### src/rtl/core/scds_pkg.sv
// ----------------------------------------------------------------------------
// scds_pkg
// Shared types and constants for the degree sine/cosine series pipeline.
// ----------------------------------------------------------------------------
`default_nettype none

package scds_pkg;

	// number of series terms, including the leading term
	localparam int TERMS_DEF = 12;

	// full turn in Q16.16 degrees
	localparam logic [24:0] FULL_TURN = 25'd23592960;
	localparam logic [24:0] DEG90     = 25'd5898240;
	localparam logic [24:0] DEG180    = 25'd11796480;
	localparam logic [24:0] DEG270    = 25'd17694720;

	// round(pi/180 * 2^44)
	localparam logic [38:0] RAD_PER_DEG = 39'd307041569098;

	localparam logic [31:0] Q30_ONE = 32'h4000_0000;

	localparam logic OP_SIN = 1'b0;
	localparam logic OP_COS = 1'b1;

	// one item in flight through the series stages
	typedef struct packed {
		logic               vld;
		logic               cos;
		logic               neg;
		logic [31:0]        r2;
		logic [31:0]        t;
		logic signed [33:0] sum;
	} scds_term_t;

	// folded angle leaving the reduction stages
	typedef struct packed {
		logic        vld;
		logic        cos;
		logic        neg;
		logic [22:0] f;
	} scds_fold_t;

endpackage

`default_nettype wire

### src/rtl/core/scds_term.sv
// ----------------------------------------------------------------------------
// scds_term
// One series term: multiply by r^2, divide by a stage constant, accumulate.
// ----------------------------------------------------------------------------
`default_nettype none

module scds_term #(
	parameter int K = 1
) (
	input  wire                  clk,
	input  wire                  arst_n,
	input  wire                  en,
	input  scds_pkg::scds_term_t din,
	output scds_pkg::scds_term_t dout
);

	localparam logic [11:0] DS = 12'((2 * K) * (2 * K + 1));
	localparam logic [11:0] DC = 12'((2 * K - 1) * (2 * K));
	localparam logic [33:0] MS = 34'((64'd1 << 34) / 64'(DS));
	localparam logic [33:0] MC = 34'((64'd1 << 34) / 64'(DC));
	localparam logic        ODD = (K % 2) == 1;

	scds_pkg::scds_term_t st_s1, st_s2;
	logic [33:0] u_s1, u_s2;
	logic [67:0] pm_s2;

	logic [11:0] d1, d3;
	logic [63:0] p;
	logic [33:0] q0, q;
	logic [45:0] qd, rem;

	// rounded product scaled back to Q30
	always_comb begin
		d1 = din.cos ? DC : DS;
		p  = 64'(din.t) * 64'(din.r2) + (64'(d1) << 29);
	end

	// quotient estimate correction and accumulation
	always_comb begin
		d3  = st_s2.cos ? DC : DS;
		q0  = pm_s2[67:34];
		qd  = 46'(q0) * 46'(d3);
		rem = {12'd0, u_s2} - qd;
		q   = (rem >= 46'(d3)) ? q0 + 34'd1 : q0;
	end

	// per-stage transaction state with valid bits
	always_ff @(posedge clk or negedge arst_n) begin
		if (!arst_n) begin
			st_s1 <= '0;
			st_s2 <= '0;
			dout  <= '0;
		end else if (en) begin
			st_s1     <= din;
			st_s2     <= st_s1;
			dout.vld  <= st_s2.vld;
			dout.cos  <= st_s2.cos;
			dout.neg  <= st_s2.neg;
			dout.r2   <= st_s2.r2;
			dout.t    <= q[31:0];
			dout.sum  <= ODD ? st_s2.sum - $signed({2'b00, q[31:0]})
			                 : st_s2.sum + $signed({2'b00, q[31:0]});
		end
	end

	// division datapath
	always_ff @(posedge clk) begin
		if (en) begin
			u_s1      <= p[63:30];
			u_s2      <= u_s1;
			pm_s2     <= 68'(u_s1) * 68'(st_s1.cos ? MC : MS);
		end
	end

endmodule

`default_nettype wire

### config.mk
export PLATFORM = sky130hd
export DESIGN_NAME = scds_term
export DESIGN_NICKNAME = d
export VERILOG_FILES = /design/src/rtl/core/scds_pkg.sv /design/src/rtl/core/scds_term.sv
export SDC_FILE = /design/constraint.sdc
export NUM_CORES = 2
export LEC_CHECK = 0
export BUFFER_PORTS_ARGS = -buffer_cell sky130_fd_sc_hd__clkbuf_2
export CAP_MARGIN = 30
export CORE_MARGIN = 3
export CORE_UTILIZATION = 50
export DETAILED_ROUTE_END_ITERATION = 12
export GPL_TIMING_DRIVEN = 0
export PLACE_DENSITY = 0.7
export SKIP_LAST_GASP = 1
export SYNTH_ARGS = -nofsm -noshare
export SYNTH_HDL_FRONTEND = slang
export SYNTH_SLANG_ARGS = --single-unit
### constraint.sdc
create_clock -name clk -period 18.1 [get_ports clk]
set_clock_uncertainty 0.05 [all_clocks]
set_input_delay 3.62 -clock clk [delete_from_list [all_inputs] [get_ports clk]]
set_output_delay 3.62 -clock clk [all_outputs]
set_load 0.02 [all_outputs]
==> results.yml <==
run:
  drv_cap: 0
logic_synthesis:
  yosysTopAreaCellShare_pct: 39.9
  synth_edf_count: 102
  synth.distinct_cells: 90
  yosys.area.top_type: "fa_1"
  syn_area_um2: 69000
  syn_area_per_cell_um2: 9.79
  async_reset_ff_share_pct: 70.1
  ys.warnings.count: 0
  synth_seq_cells: 341
  synth.top_cells.by_area: "fa_1 (40%), ha_1 (14%), inv_1 (9.3%)"
  synthFlopType: "dfrtp_1"
  syn_inst: 7050
  ys_seq_area_share_pct: 13.1
finish:
  fin_nets: 9594
  instances_no_fill: 9141
  fill_cells: 12200
  area_delta_synth_final_pct: 7.31
  drive_above_1_share_pct: 7.41
timing:
  timing.hold.ws_ns: 0.445
  tightest_slew_ns: 1.11
  min_period_ns: 13.17
  maxSlewViolCount: 0
  final-hold-violation-count: 0
  setup_viol: 0
  tns_ns: 0
  fin_crit_sh_pct: 72.8
  relSlewSlack_pct: 26.2
  fmax_ghz: 0.0759
  rsz0062_at_grt: "false"
worst_hold_path:
  holdPathEnd: "st_s2[0]"
  min_path_type: "flip-flop to flip-flop"
  worstHoldStart: "st_s1[0]"
  whs_path_depth: 2
worst_setup_path:
  startpoint_type: "input pin"
  reg2reg_to: "dout[33]"
  setup.worst_path.class: "input pin to flip-flop"
  rr_worst_depth: 30
  end_kind: "flip-flop"
  arrival_ns: 13.43
  critPathRequiredTime_ns: 18.36
  reg2reg_slack_ns: 8.17
  worstPathMaxFanout: 10
  r2r-start: "st_s2[99]"
floorplan:
  core_area_um2: 136000
  row_count: 135
  die_h_um: 378
  pin_count: 205
  start_util_pct: 50.6
  dieArea_um2: 143000
  die_w_um: 378
global_route:
  grt_pass1_vias: 54900
  antenna_found_initial: 22
  grt_usage_pct: 32.6
  grt_overflow: 0
  grt_max_degree: 118
  grt_pass1_wl_mm: 342
placed_design:
  placed_cells: 9058
  gp_congestion: 1.07
  dp_hpwl_mm: 196
  numPortBuffers: 204
cts:
  clock_sinks: 341
  clkSlewWorstSetupHoldPaths_ns: 0.06
  ctsResizeCount: 0
  tritoncts: "built"
  cts_root_buffer: "clkbuf_16"
  htreeDepth: 2
  cts_buffer_depth: 3
  clk_latency_ns: 0.58
  cts_buffers: 37
  postCtsSetupRepairBufs: 0
  holdBufCountCts: 0
detailed_routing:
  viasPerCell: 5.62
  drt_wl_total_mm: 228
  first_pass_iters: 8
  wire_per_inst_um: 24.9
  num_vias: 51400
  drtIter0Drc: 4156
  antenna_left: 0
  drc_errors: 0
run_status:
  outcome: "finished, final reports clean"
layout by cell type (no fill, tap or decap), drive strengths merged, types with 45 or more instances in the layout:
master	netlist	final
inv	1711	1712
fa	1377	1377
nand2	871	871
ha	790	790
clkbuf	256	508
and2	324	324
dfrtp	239	239
mux2	200	200
nor2	154	154
a21oi	150	150
edfxtp	102	102
a21o	88	88
o21ai	84	84
xnor2	79	79
nor2b	55	55
nand2b	50	50
nand3	48	48
a31oi	46	46
nand4	45	45
cell type report:
cell class / count / area, um2 / area share (%)
clock buffers: 48 / 1040 / 1.40
multi-input cells: 4734 / 52600 / 70.9
repair buffers: 230 / 1430 / 1.92
inverters: 1711 / 6420 / 8.67
well taps: 1781 / 2230 / 3.01
plain buffers: 268 / 1040 / 1.41
clock inverters: 18 / 305 / 0.412
flip-flops and latches: 341 / 9040 / 12.2
diodes: 10 / 25.0 / 0.0338
critical path, stage by stage:
cell,delay (ns)
clkbuf_2,0.49
clkbuf_1,0.62
nand2_1,0.18
fa_1,0.57
inv_1,0.05
fa_1,0.53
fa_1,0.55
inv_1,0.05
fa_1,0.50
fa_1,0.56
inv_1,0.05
fa_1,0.46
fa_1,0.50
inv_1,0.05
fa_1,0.54
inv_1,0.06
ha_1,0.33
a21oi_1,0.21
a21boi_0,0.12
a311oi_1,0.86
o211ai_1,0.43
o21ai_0,0.56
nand4_1,0.30
a31oi_1,0.38
o21ai_0,0.21
a21oi_1,0.30
o21ai_0,0.16
xnor2_1,0.14
logic make-up (layout without fill, tap and decap cells):
logic type | Yosys count | in the layout | synth area share (%)
muxes | 210 | 210 | 3.41
xor gates and xnor gates | 113 | 113 | 1.44
adders and majority gates | 2167 | 2167 | 54.2
AOI/OAI and AO/OA | 549 | 549 | 5.34
buffers and inverters | 1979 | 2275 | 10.8
DFF | 341 | 341 | 13.1
and+or+nand+nor | 1689 | 1689 | 11.6
other | 2 | 16 | 0.0109
registers in the layout (all words and copies together), names as in the netlist:
name / cells
pm_s2: 34
u_s1: 34
st_s1: 69
u_s2: 34
dout: 101
st_s2: 69
per-layer routing:
metal	GRT usage, %	up-vias	wire length (um)
met2	52.5	2294	105000
met4	18.3	12	15700
met1	40.3	26300	86700
li1	-	22100	-
met5	0	-	89
met3	7.97	637	20200
Yosys cell counts, types with 9 or more instances:
cell / instances
inv_1: 1711
fa_1: 1377
nand2_1: 870
ha_1: 790
and2_1: 324
clkbuf_1: 255
dfrtp_1: 239
mux2_2: 200
nor2_1: 154
a21oi_1: 148
edfxtp_1: 102
a21o_1: 88
xnor2_1: 78
o21ai_0: 64
nor2b_1: 55
nand2b_1: 50
nand3_1: 48
a31oi_1: 46
nand4_1: 44
xor2_1: 34
nor3_1: 29
or4_1: 25
o31ai_1: 24
o21a_1: 22
o21ai_1: 20
nor4_1: 17
and3_1: 16
a211oi_1: 15
or3_1: 14
o211ai_1: 13
o21bai_1: 12
a2111oi_0: 10
mux2i_1: 10
or2_2: 10
a311oi_1: 9
per-stage QoR:
stage	setup WS [ns]	cell area (um2)	utilization, %
after floorplan	7.33	69100	-
after global placement	3.94	72300	53.0
after detailed placement	4.52	72600	53.3
after CTS	5.08	74000	54.3
after global routing	4.81	74100	54.3
final	4.93	74100	54.3
how the worst max path moves through the flow:
stage	start	end	slack, ns	cells past startpoint
2_1_floorplan	din[83]	u_s1[33]	7.33	29
3_3_place_gp	din[63]	u_s1[33]	3.94	28
3_5_place_dp	din[77]	u_s1[33]	4.52	28
4_1_cts	din[77]	u_s1[33]	5.08	28
5_1_grt	din[84]	u_s1[33]	4.81	30
6_report	din[74]	u_s1[33]	4.93	28
Power is not shown: default switching activity piles up to over one toggle a cycle in this logic, so the estimate is an artifact.
