$ cat config.mk
export PLATFORM = sky130hd
export DESIGN_NAME = scds_reduce
export DESIGN_NICKNAME = d
export VERILOG_FILES = /design/src/rtl/core/scds_pkg.sv /design/src/rtl/core/scds_reduce.sv
export SDC_FILE = /design/constraint.sdc
export NUM_CORES = 1
export LEC_CHECK = 0
export BUFFER_PORTS_ARGS = -buffer_cell sky130_fd_sc_hd__buf_2
export CORE_MARGIN = 2
export CORE_UTILIZATION = 45
export CTS_BUF_LIST = sky130_fd_sc_hd__clkbuf_4 sky130_fd_sc_hd__clkbuf_8
export CTS_CLUSTER_DIAMETER = 150
export DETAILED_ROUTE_END_ITERATION = 16
export PLACE_DENSITY_LB_ADDON = 0.25
export SLEW_MARGIN = 20
export SYNTH_ARGS = -nofsm -noshare
export SYNTH_HDL_FRONTEND = slang
export SYNTH_SLANG_ARGS = --single-unit
export TNS_END_PERCENT = 10
$ cat constraint.sdc
create_clock -name clk -period 6.6 [get_ports clk]
set_clock_uncertainty 0.1 [all_clocks]
set_input_delay 1.32 -clock clk [delete_from_list [all_inputs] [get_ports clk]]
set_output_delay 1.32 -clock clk [all_outputs]
set_load 0.02 [all_outputs]
$ cat src/rtl/core/scds_pkg.sv
// ----------------------------------------------------------------------------
// scds_pkg
// Shared types and constants for the degree sine/cosine series pipeline.
// ----------------------------------------------------------------------------
`default_nettype none

package scds_pkg;

	// number of series terms, including the leading term
	localparam int TERMS_DEF = 12;

	// full turn in Q16.16 degrees
	localparam logic [24:0] FULL_TURN = 25'd23592960;
	localparam logic [24:0] DEG90     = 25'd5898240;
	localparam logic [24:0] DEG180    = 25'd11796480;
	localparam logic [24:0] DEG270    = 25'd17694720;

	// round(pi/180 * 2^44)
	localparam logic [38:0] RAD_PER_DEG = 39'd307041569098;

	localparam logic [31:0] Q30_ONE = 32'h4000_0000;

	localparam logic OP_SIN = 1'b0;
	localparam logic OP_COS = 1'b1;

	// one item in flight through the series stages
	typedef struct packed {
		logic               vld;
		logic               cos;
		logic               neg;
		logic [31:0]        r2;
		logic [31:0]        t;
		logic signed [33:0] sum;
	} scds_term_t;

	// folded angle leaving the reduction stages
	typedef struct packed {
		logic        vld;
		logic        cos;
		logic        neg;
		logic [22:0] f;
	} scds_fold_t;

endpackage

`default_nettype wire

$ cat src/rtl/core/scds_reduce.sv
// ----------------------------------------------------------------------------
// scds_reduce
// Three stages: modulo 360 by reciprocal multiply, remainder fix, quadrant fold.
// ----------------------------------------------------------------------------
`default_nettype none

module scds_reduce (
	input  wire                  clk,
	input  wire                  arst_n,
	input  wire                  en,
	input  wire                  vld,
	input  wire                  cos,
	input  wire signed [31:0]    angle,
	output scds_pkg::scds_fold_t fold
);

	localparam logic [15:0] RECIP = 16'((64'd1 << 40) / 64'(scds_pkg::FULL_TURN));
	// 2^31 + offset is a multiple of a full turn
	localparam logic [32:0] OFFSET = 33'd23068672;

	logic        vld_s1, cos_s1;
	logic [32:0] x_s1;
	logic [48:0] prod_s1;
	logic        vld_s2, cos_s2;
	logic [24:0] m_s2;

	logic [32:0] x;
	logic [33:0] qft, rem, rem_fix;
	logic [24:0] f;
	logic        neg;

	// offset to unsigned and estimate quotient
	assign x = {1'b0, ~angle[31], angle[30:0]} + OFFSET;

	// remainder with one correction step
	always_comb begin
		qft     = 34'(prod_s1[48:40] * scds_pkg::FULL_TURN);
		rem     = {1'b0, x_s1} - qft;
		rem_fix = (rem >= 34'(scds_pkg::FULL_TURN)) ? rem - 34'(scds_pkg::FULL_TURN) : rem;
	end

	// quadrant fold
	always_comb begin
		f   = m_s2;
		neg = 1'b0;
		if (!cos_s2) begin
			if (m_s2 > scds_pkg::DEG90 && m_s2 < scds_pkg::DEG180) begin
				f = scds_pkg::DEG180 - m_s2;
			end else if (m_s2 >= scds_pkg::DEG180 && m_s2 < scds_pkg::DEG270) begin
				f = m_s2 - scds_pkg::DEG180; neg = 1'b1;
			end else if (m_s2 >= scds_pkg::DEG270) begin
				f = scds_pkg::FULL_TURN - m_s2; neg = 1'b1;
			end
		end else begin
			if (m_s2 > scds_pkg::DEG90 && m_s2 <= scds_pkg::DEG180) begin
				f = scds_pkg::DEG180 - m_s2; neg = 1'b1;
			end else if (m_s2 > scds_pkg::DEG180 && m_s2 <= scds_pkg::DEG270) begin
				f = m_s2 - scds_pkg::DEG180; neg = 1'b1;
			end else if (m_s2 > scds_pkg::DEG270) begin
				f = scds_pkg::FULL_TURN - m_s2;
			end
		end
	end

	// valid bits and folded output
	always_ff @(posedge clk or negedge arst_n) begin
		if (!arst_n) begin
			vld_s1 <= 1'b0;
			vld_s2 <= 1'b0;
			fold   <= '0;
		end else if (en) begin
			vld_s1   <= vld;
			vld_s2   <= vld_s1;
			fold.vld <= vld_s2;
			fold.cos <= cos_s2;
			fold.neg <= neg;
			fold.f   <= f[22:0];
		end
	end

	// payload
	always_ff @(posedge clk) begin
		if (en) begin
			cos_s1    <= cos;
			x_s1      <= x;
			prod_s1   <= x * RECIP;
			cos_s2    <= cos_s1;
			m_s2      <= rem_fix[24:0];
		end
	end

endmodule

`default_nettype wire

==> flow_summary.toml <==
[timing]
hold-worst-slack_ns = 0.3210
setup_ws_ns = -0.01488
timing.slew.headroom = 0.4342
setup_violations = 2
max_slew.worst_pin.slew_ns = 0.8487
finalMaxSlewViolations = 0
layout_worst_path_cycle_share = 1.002
final_hold_viol_count = 0
rsz0062_at_grt = "yes"
max_freq_mhz = 151.2
period_needed_ns = 6.615

[final_layout]
mostFrequentLayoutCells = "inv_1 (409), ha_1 (206), fa_1 (199)"
final_util = 0.5463
seqCellArea_um2 = 2773
layout.cells.most_common = "inv_1"
finish.net_count = 2154
antenna_cells = 0
n_fill_cell = 2782
multi_input_gate_area_um2 = 10430
flow.area_growth_from_synthesis_pct = 19.71
post_route_cells_drive_above_1_share = 0.2052

[route]
via_count = 10491
detail_route.vias_per_cell = 5.000
drtIter0Drc = 561
antenna_left = 0
avgRoutedWirePerCell_um = 16.35
drc_errors = 0
detailedRoute.firstPassIterationCount = 5
routed_wl_um = 34300

[place]
dp_hpwl_um = 30290
globalplace.congestion = 0.8919
port_buffers = 62

[die]
floorplan.die_area_um2 = 33450
top_level_ports = 63
initial_utilization = 0.4563
die-width_um = 182.9
core_area_um2 = 31560
die_height_um = 182.9
core.rowCount = 65

[logic_synthesis]
async_flop_share = 0.2887
synth_register_bits = 97
syn_avg_cell_area_um2 = 9.959
yosysSeqAreaShare = 0.1925
syn_inst = 1446
synthFlopType = "edfxtp_1"
synth_warnings = 0
mappedNetlistArea_um2 = 14400
synth-edff-count = 69
synthesis.nets = 1909
ys_types = 68

[clock_tree]
clkTransAtPathRegs_ns = 0.11
tritoncts = "yes"
cts_sinks = 97
cts_inserted_buffers = 9
maximum_buffer_depth_of_the_clock_tree = 2
clkLatencyLatePin_ns = 0.39
htree_num_levels = 3
post-cts-setup-buffers = 0
cts.root.buffer_cell = "clkbuf_8"

[critical_path]
worstPathArrival_ns = 6.67
critPathMaxStageDelay_ns = 0.54
crit_path_end_kind = "register"
worst-path-max-fanout = 6
cpMaxStageDelayCell = "fa_1"
timing.critical_path.required_ns = 6.66
critPathKind = "input pin to register"
crit_path_start_kind = "input pin"

[global_route]
globalRoute.totalOverflow = 0
maximum_number_of_pins_on_one_net_before_global_route_repair = 68
antenna_found_initial = 0
wire_length_of_the_first_global_routing_pass_um = 57080
grtUsageTotal = 0.2172
grt_pass1_vias = 11135

[run]
max_cap_viol_count = 0

[outcome]
outcome = "finished, violations left"
failing_checks = "negative setup slack"

[min_path]
holdCritPathClass = "register to register"
-- registers in the layout, summed over array words and instances, names as in the netlist --
register,count
cos_s2,1
vld_s1,1
vld_s2,1
x_s1,33
fold,26
cos_s1,1
prod_s1,9
m_s2,25
-- synthesized netlist by cell type (10+ instances only) --
cell type / count / area share
a21o_1: 22 / 0.011
a21oi_1: 65 / 0.023
clkbuf_1: 15 / 0.0039
dfrtp_1: 28 / 0.049
edfxtp_1: 69 / 0.14
fa_1: 200 / 0.28
ha_1: 226 / 0.20
inv_1: 418 / 0.11
nand2_1: 34 / 0.0089
nand3_1: 16 / 0.0056
nor2_1: 53 / 0.014
nor3_1: 15 / 0.0052
o21a_1: 10 / 0.0052
o21ai_0: 41 / 0.014
o31ai_1: 11 / 0.0057
xnor2_1: 28 / 0.017
xor2_1: 32 / 0.019
-- final timing paths --
kind	from	to	slack, ns	depth (start not counted)
setup / recovery	angle[21]	prod_s1[47]	-0.01	26
hold / removal	x_s1[12]	m_s2[12]	0.32	0
setup reg to reg	prod_s1[44]	m_s2[19]	0.78	20
hold reg to reg	x_s1[12]	m_s2[12]	0.32	0
max in group asynchronous	arst_n	fold[3]	5.16	1
min in group asynchronous	arst_n	fold[22]	0.84	1
-- cell type report --
type                    instances  share of cell area
clock inverters                 6            0.003484
well taps                     402             0.02918
inverters                     418             0.09167
multi-input cells             912              0.6048
clock buffers                  10            0.007984
flip-flops and latches         97              0.1608
repair buffers                253              0.1021
-- stage by stage --
step / instance area, um^2 / setup TNS, ns / setup slack [ns] / cells
finish: 17240 / -0.01993 / -0.01488 / 2098
global route: 17240 / -1.374 / -0.2159 / 2098
CTS: 17130 / -0.06288 / -0.04445 / 2098
detailed placement: 16900 / -4.305 / -0.5341 / 2082
global placement: 16900 / -4.233 / -0.5145 / 2082
floorplan: 14730 / -0.3136 / -0.1177 / 1446
-- what timing repair did --
action	4_1_cts	5_1_grt
setup endpoints to repair	9	9
resized for setup	11	14
pin swaps	3	6
hold buffers	0	0
gates cloned	0	0
-- cell families (layout without fill, tap and decap cells) --
kind of cell / Yosys count / in the layout / share of synthesized area
multiplexers: 13 / 13 / 0.009819
buffers and inverters: 437 / 687 / 0.1146
adder cells (fa/ha/maj): 426 / 426 / 0.4744
flip-flops: 97 / 97 / 0.1925
AND/OR/NAND/NOR: 185 / 185 / 0.06569
AO/OA/AOI/OAI: 228 / 228 / 0.1064
XOR/XNOR: 60 / 60 / 0.03649
-- metal layers --
layer	share of wire	track usage	up-vias
li1	-	-	5141
met1	0.46	0.2991	5127
met2	0.48	0.3638	185
met3	0.039	0.02840	38
met4	0.019	0.05760	0
met5	0	0	-
-- critical path: cells and delay by family --
| kind | cells | cell delay [ns] |
|---|---|---|
| compound gates | 8 | 1.50 |
| fa+ha+maj | 8 | 2.86 |
| xor+xnor | 2 | 0.30 |
| buf+inv | 8 | 0.67 |
Power is left out: the tool's default activity adds up to more than one toggle a clock period on the data nets, which glitch-free logic cannot reach.
